### src/design/iidl_pkg.sv
// iidl_pkg: types and constants of the indexed insert/delete list
// used by iidl_ctrl, iidl_datapath and indexed_insert_delete_list_core
`timescale 1ns / 1ps

package iidl_pkg;

  localparam int DEPTH        = 16;
  localparam int ELEMENT_BITS = 32;
  localparam int IDX_W        = $clog2(DEPTH);
  localparam int CNT_W        = $clog2(DEPTH + 1);

  localparam logic [1:0] OP_INSERT = 2'd0;
  localparam logic [1:0] OP_DELETE = 2'd1;
  localparam logic [1:0] OP_READ   = 2'd2;
  localparam logic [1:0] OP_CLEAR  = 2'd3;

  localparam logic [1:0] ST_OK    = 2'd0;
  localparam logic [1:0] ST_RANGE = 2'd1;
  localparam logic [1:0] ST_FULL  = 2'd2;

  typedef struct packed {
    logic [1:0]              kind;
    logic [4:0]              position;
    logic [ELEMENT_BITS-1:0] element_in;
  } req_t;

  typedef struct packed {
    logic [1:0]              status;
    logic [ELEMENT_BITS-1:0] element_out;
    logic [CNT_W-1:0]        count;
  } rsp_t;

  typedef struct packed {
    logic exec;
  } cmd_t;

endpackage

### src/design/iidl_ctrl.sv
// iidl_ctrl: handshake controller of the list, holds the result valid state
// depends on iidl_pkg
`timescale 1ns / 1ps

module iidl_ctrl (
  input  logic             clk,
  input  logic             rst,
  input  logic             req_valid,
  output logic             req_stall,
  output logic             rsp_valid,
  input  logic             rsp_stall,
  output iidl_pkg::cmd_t   cmd
);

  localparam logic S_IDLE = 1'b0;
  localparam logic S_HOLD = 1'b1;

  logic state;
  logic state_next;
  logic accept;

  assign req_stall = (state == S_HOLD) && rsp_stall;
  assign rsp_valid = (state == S_HOLD);
  assign accept    = req_valid && !req_stall;
  assign cmd.exec  = accept;

  always_comb begin
    state_next = state;
    case (state)
      S_IDLE: begin
        if (accept) state_next = S_HOLD;
      end
      S_HOLD: begin
        if (accept) state_next = S_HOLD;
        else if (!rsp_stall) state_next = S_IDLE;
      end
      default: state_next = S_IDLE;
    endcase
  end

  always_ff @(posedge clk) begin
    if (rst) state <= S_IDLE;
    else state <= state_next;
  end

endmodule

### src/design/iidl_datapath.sv
// iidl_datapath: entry registers with per-entry shift muxes, length and result word
// depends on iidl_pkg
`timescale 1ns / 1ps

module iidl_datapath (
  input  logic           clk,
  input  logic           rst,
  input  iidl_pkg::cmd_t cmd,
  input  iidl_pkg::req_t req,
  output iidl_pkg::rsp_t rsp
);

  localparam int CW = iidl_pkg::CNT_W;
  localparam int IW = iidl_pkg::IDX_W;
  localparam int EB = iidl_pkg::ELEMENT_BITS;
  localparam int DP = iidl_pkg::DEPTH;

  logic [EB-1:0] entries [DP];
  logic [CW-1:0] occupied;
  logic [CW-1:0] occupied_next;
  logic [1:0]    st;
  logic [EB-1:0] rd;
  logic          do_ins;
  logic          do_del;
  logic [CW-1:0] pos;

  assign pos = CW'(req.position);

  always_comb begin
    occupied_next = occupied;
    st            = iidl_pkg::ST_OK;
    rd            = '0;
    do_ins        = 1'b0;
    do_del        = 1'b0;
    case (req.kind)
      iidl_pkg::OP_INSERT: begin
        if (pos > occupied) st = iidl_pkg::ST_RANGE;
        else if (occupied == CW'(DP)) st = iidl_pkg::ST_FULL;
        else begin
          do_ins        = 1'b1;
          occupied_next = occupied + CW'(1);
        end
      end
      iidl_pkg::OP_DELETE: begin
        if (pos >= occupied) st = iidl_pkg::ST_RANGE;
        else begin
          do_del        = 1'b1;
          occupied_next = occupied - CW'(1);
        end
      end
      iidl_pkg::OP_READ: begin
        if (pos >= occupied) st = iidl_pkg::ST_RANGE;
        else rd = entries[pos[IW-1:0]];
      end
      default: begin
        occupied_next = '0;
      end
    endcase
  end

  for (genvar i = 0; i < DP; i++) begin : g_entry
    localparam int PREV = (i == 0) ? 0 : i - 1;
    localparam int NEXT = (i == DP - 1) ? i : i + 1;
    always_ff @(posedge clk) begin
      if (cmd.exec) begin
        if (do_ins) begin
          if (CW'(i) == pos) entries[i] <= req.element_in;
          else if (i > 0 && CW'(i) > pos) entries[i] <= entries[PREV];
        end else if (do_del) begin
          if (i < DP - 1 && CW'(i) >= pos) entries[i] <= entries[NEXT];
        end
      end
    end
  end

  always_ff @(posedge clk) begin
    if (rst) occupied <= '0;
    else if (cmd.exec) occupied <= occupied_next;
  end

  always_ff @(posedge clk) begin
    if (cmd.exec) begin
      rsp.status      <= st;
      rsp.element_out <= rd;
      rsp.count       <= occupied_next;
    end
  end

endmodule

### src/design/indexed_insert_delete_list_core.sv
// indexed_insert_delete_list_core: top level of the indexed insert/delete list
// depends on iidl_pkg, iidl_ctrl and iidl_datapath
//
//   channel  direction  handshake               word
//   req      in         req_valid / req_stall   iidl_pkg::req_t (kind, position, element_in)
//   rsp      out        rsp_valid / rsp_stall   iidl_pkg::rsp_t (status, element_out, count)
//
// each request word executes in the cycle it is accepted; its result word is
// valid the next cycle from the output register; one word per cycle while rsp_stall is low
// the whole operation (parallel shift of all entries) completes in that cycle
// reset empties the list; entries hold no reset value
// a held result under rsp_stall stalls the request side
`timescale 1ns / 1ps

module indexed_insert_delete_list_core (
  input  logic           clk,
  input  logic           rst,
  input  logic           req_valid,
  output logic           req_stall,
  input  iidl_pkg::req_t req,
  output logic           rsp_valid,
  input  logic           rsp_stall,
  output iidl_pkg::rsp_t rsp
);

  iidl_pkg::cmd_t cmd;

  iidl_ctrl u_ctrl (
    .clk       (clk),
    .rst       (rst),
    .req_valid (req_valid),
    .req_stall (req_stall),
    .rsp_valid (rsp_valid),
    .rsp_stall (rsp_stall),
    .cmd       (cmd)
  );

  iidl_datapath u_datapath (
    .clk (clk),
    .rst (rst),
    .cmd (cmd),
    .req (req),
    .rsp (rsp)
  );

endmodule

### config.mk
export PLATFORM = sky130hd
export DESIGN_NAME = indexed_insert_delete_list_core
export DESIGN_NICKNAME = d
export VERILOG_FILES = /design/src/design/iidl_pkg.sv /design/src/design/iidl_ctrl.sv /design/src/design/iidl_datapath.sv /design/src/design/indexed_insert_delete_list_core.sv
export SDC_FILE = /design/constraint.sdc
export NUM_CORES = 1
export LEC_CHECK = 0
export BUFFER_PORTS_ARGS = -buffer_cell sky130_fd_sc_hd__buf_4
export CAP_MARGIN = 20
export CELL_PAD_IN_SITES_DETAIL_PLACEMENT = 1
export CELL_PAD_IN_SITES_GLOBAL_PLACEMENT = 1
export CORE_UTILIZATION = 56
export CTS_BUF_LIST = sky130_fd_sc_hd__clkbuf_16
export CTS_CLUSTER_DIAMETER = 50
export DETAILED_ROUTE_END_ITERATION = 7
export PLACE_DENSITY_LB_ADDON = 0.1
export RECOVER_POWER = 100
export SKIP_CTS_REPAIR_TIMING = 1
export SLEW_MARGIN = 10
export SYNTH_ARGS = -nofsm -noshare
export SYNTH_HDL_FRONTEND = slang
export SYNTH_SLANG_ARGS = --single-unit
### constraint.sdc
create_clock -name clk -period 16.5 [get_ports clk]
set_clock_uncertainty 0.05 [all_clocks]
set_input_delay 3.3 -clock clk [delete_from_list [all_inputs] [get_ports clk]]
set_output_delay 3.3 -clock clk [all_outputs]
set_load 0.03 [all_outputs]
[After elaboration in Yosys (flattened, before gate mapping)]
Memory sizes are Yosys's and may differ from the RTL's. A register that Yosys moved wholly into a read port is not among the register bits.
Cells that the tools add are included.
Word-level totals
  flip-flop bits (word level): 13
  latch bits: 0
  RAM bits: 512
  memory bits (read-only): 0
  output and inout port bits: 41
  memories kept: 1
Memories
  u_datapath.entries: depth 16, bits a word 32, rd ports 17, clocked after Yosys merged registers in 1, wr ports 16, line iidl_datapath.sv:18  | logic [EB-1:0] entries [DP];
Operators by class
  $add $sub $neg: 2
  multipliers: 0
  div/mod/pow operators: 0
  magnitude comparators: 32
  equal/unequal tests: 18
  shift-type cells: 0
  multiplexer cells: 261
  bitwise gates (word level): 32
  reduce and logical (&&, ||, !) cells: 7
Operators with widths (number)
  $mux 32: 30
  $mux 1: 223
  $eq 4x5->1 const A: 8
  $gt 4x5->1 const A: 8
  $ge 4x5->1 const A: 7
  $or 1x1->1: 30
  $eq 3x5->1 const A: 4
  $ge 3x5->1 const A: 4
  $gt 3x5->1 const A: 4
  $mux 5: 3
  $pmux 5 s3: 1
  $eq 2x5->1 const A: 2
  $ge 1x5->1 const A: 2
  $ge 2x5->1 const A: 2
  $gt 2x5->1 const A: 2
  $add 5x1->5 const B: 1
  $eq 1x5->1 const A: 1
  $eq 5x5->1 const B: 1
  $ge 5x5->1: 1
  $gt 1x5->1 const A: 1
  $gt 5x5->1: 1
  $logic_not 5->1: 1
  $sub 5x1->5 const B: 1
  $mux 2: 2
  9 further kinds: 12

[Logic depth before layout (Yosys ltp)]
  depth in word-level cells: 9
  depth in mapped cells: 14

[By module]
Synthesis repeated with hierarchy kept, for this count alone.
Second synthesis, totals
  cells, all modules: 2431
  area total of the unflattened synthesis: 33510.9 um^2
Modules (own cells, without submodules)
  iidl_datapath: times used 1, cells an instance 2426, area an instance 33464.6 um^2
  iidl_ctrl: times used 1, cells an instance 5, area an instance 46.3 um^2

[Least setup slack after synthesis]
Ideal clock, no wire load.
  path type: input-to-reg
  start point: input req[32] in the netlist's numbering
  end point: memory u_datapath.entries[8][0] in the netlist's numbering (enable)
  arrival time: 8.577 ns
  data required time: 15.939 ns
  slack: 7.362 ns
  stages: 9
  path buffers: 3
  cell sequence: clkbuf_1 -> buf_2 -> inv_1 -> ha_1 -> nand4_1 -> nor4_2 -> a21oi_4 -> buf_6 -> o41ai_1
RTL lines
  start: declaration: line indexed_insert_delete_list_core.sv:20  | input iidl_pkg::req_t req,
  end: declaration: line iidl_datapath.sv:18

==> summary.md <==
| Metric | Value |
|---|---|
| Vias per inst | slightly below 7 |
| Max Slew Vio Count | 736 |
| Hold Crit Depth | 2 |
| Ranking of synthesized cells by area | edfxtp_1 52%, mux2i_1 13%, mux4_2 11%, nand2_1 5.4%, o21ai_0 4.7% |
| PnR worst setup slack | ~5.0 ns |
| Slew margin rel. | -220% |
| Ys Warns | 0 |
| LEAKAGE | around 11 nW |
| Final setup viols | 0 |
| Detailed Place HPWL | between 60000 and 70000 um |
| Vias in the first global route | roughly 24000 |
| Initial Utilization | 56.7% |
| Slew @ Worst Pin | around 4.8 ns |
| First-pass GRT wire length | 156000 um |
| Layout area overhead | 9.52% |
| Gate Count Post-Synth | 2600 |
| Worst setup path category | input port to flop |
| Tmin final | roughly 11 ns |
| Cell variety after synth | 55 |
| GPL Wtd Cong | between 0.8 and 0.9 |
| R2r worst-path depth | 8 |
| Hold_sp | u_datapath.entries[15][24]$_DFFE_PP_ |
| CP max FO | 52 |
| Total gr overflow | 0 |
| Setup tns final | 0 ns |
| TritonCTS Buffers | 73 |
| Unrepaired setup endpoints after global routing | false |
| Hold slack | 0.508 ns |
| Max-cap violation count | 26 |
| Ratio of cells with drive above 1 in the final layout | between 10% and 20% |
| Seq cells post-synth | 557 |
| Antenna violations before repair | 1 |
| Post-synthesis area per instance | about 12 um^2 |
| ANT cells | 0 |
| Fin area | approximately 35000 um^2 |
| Root buffer cell | clkbuf_16 |
| Drt first-iter violations | around 2400 |
| Core Area | 56400 um^2 |
| Clock Sinks | roughly 560 |
| WL per Instance | 30.3 um |
| Pre-CTS WS | 8.46 ns |
| Number of antenna-violating nets in the routed design | 0 |
| Worst Setup SP | req[32] |
| Worst-path clk slew | around 0.060 ns |
| Setup slack, reg-to-reg | 10.89 ns |
| Post-place instance area | ~33000 um^2 |
| GRT met1 Usage | roughly 49% |
| Routed WL | between 100000 and 150000 um |
| Syn_nets | between 2000 and 3000 |
| Post-synth top area share | between 50% and 60% |
| Startpoint type of the worst setup path | input port |
| Number of H-tree levels | 3 |
| Largest area contributor in the synthesized netlist | edfxtp_1 |
| Run status | finished, violations left |
| Drt pass-1 iters | 5 |
| Final net count | about 2600 |
| Main synth FF type | edfxtp_1 |
| GR Layer Usage met2 | 59.2% |
| Die Footprint | about 58000 um^2 |
| Hold Violations, Final | 0 |
| Pwr dens | 98.7 nW/um^2 |
| Failing checks | capacitance limit, slew limit |
| IO buf count | slightly above 80 |
| Worst-Skew Late Latency | about 0.62 ns |
| Worst Path Required | about 17 ns |
| # IOs | 84 |
| Worst hold path class | flop to flop |
| Max Buffers Root-to-Sink | 3 |
| Worst EP arrival | between 10 and 15 ns |
| CTS tree | built |
| Die height | between 200 and 250 um |
| Fmax achieved | a little under 90 MHz |
| Final critical-path share of the clock period | a little over two thirds |
| Die width | 241 um |
| Vias | approximately 23000 |
| Most frequent cell after synthesis | edfxtp_1 |
| DRC Markers | 0 |
| Critical Path Sink Type | flop |
| Max VDD drop | approximately 0.000090 V |
| Post-synth EDFFs | 551 |
| Site Rows | a little under 90 |
| Layer with the highest usage | met2 |
| Largest net degree at the start of global routing | 67 |
| Tot GR Track Use | between 30% and 40% |
| Routing usage on met3 | roughly 5.8% |
| Synth async-reset ratio | 0% |
| Ranking of synthesized cells by instance count | 551 x edfxtp_1, 463 x nand2_1, 416 x mux2i_1, 303 x o21ai_0, 160 x mux4_2 |
| FF-to-FF Start | u_datapath.occupied[1]$_SDFFE_PP0P_ |
| Post-Syn Area | 32000 um^2 |
| Post-synthesis sequential area ratio | 52.2% |
[final cells by class]
type                    instances  area [um^2]
clock buffers                  76         1900
repair buffers                133          786
fillers                      5650        21400
well taps                     756          946
multi-input cells            1802        14200
flip-flops and latches        557        16700
clock inverters                53          429
inverters                      15         56.3
[cells by family after synthesis]
family                   Yosys count  synth area share (%)
flip-flops                       557                  52.2
AO/OA/AOI/OAI                    504                  8.46
adder cells (fa/ha/maj)           11                 0.431
buffers and inverters            241                  3.68
AND/OR/NAND/NOR                  647                  8.72
multiplexers                     640                  26.6
[metrics by stage]
| step | std cells | utilization, % | total power, mW |
|---|---|---|---|
| after floorplan | 2600 | - | 1.81 |
| after global placement | 3259 | 58.5 | 1.90 |
| after detailed placement | 3259 | 58.5 | 1.91 |
| after CTS | 3388 | 62.6 | 3.46 |
| after global routing | 3392 | 62.1 | 3.53 |
| final | 3392 | 62.1 | 3.45 |
[worst max-delay path, stage by stage]
cell	delay, ns
clkbuf_1	3.30
inv_1	0.54
ha_1	0.57
nand4_1	0.20
o22ai_1	0.51
nand2_1	0.60
nor2_1	1.95
buf_4	0.58
[cell usage in the layout, fill, tap and decap left out, types with 44 or more instances in the layout]
cell type  count
edfxtp_1     551
clkbuf_1      63
o21ai_0      385
a21oi_1       44
buf_4         64
mux2_2        63
nor2_1        85
mux4_2       160
clkbuf_16     76
mux2i_1      416
nand2_1      461
[final timing paths]
check | end
worst max-delay path | u_datapath.entries[12][29]$_DFFE_PP_
worst min-delay path | u_datapath.entries[14][24]$_DFFE_PP_
worst max register to register | u_datapath.entries[12][29]$_DFFE_PP_
worst min register to register | u_datapath.entries[14][24]$_DFFE_PP_
[sequential cells by signal, summed over array words and instances (netlist names)]
register / flops
u_datapath.occupied: 5
u_datapath.rsp: 39
u_ctrl.rsp_valid: 1
u_datapath.entries: 512
[per-layer routing]
layer | share of wire (%) | vias up | routed length (um)
li1 | - | 9832 | -
met1 | 41 | 12400 | 42000
met2 | 49 | 1035 | 50300
met3 | 7.0 | 230 | 7150
met4 | 3.3 | 2 | 3360
met5 | 0.012 | - | 12
[power breakdown]
part	internal, mW	total [mW]	switching [mW]
sequential	1.58	1.60	0.0129
clock	0.928	1.57	0.646
combinational	0.109	0.283	0.174
Power figures use the tool's default switching activity.
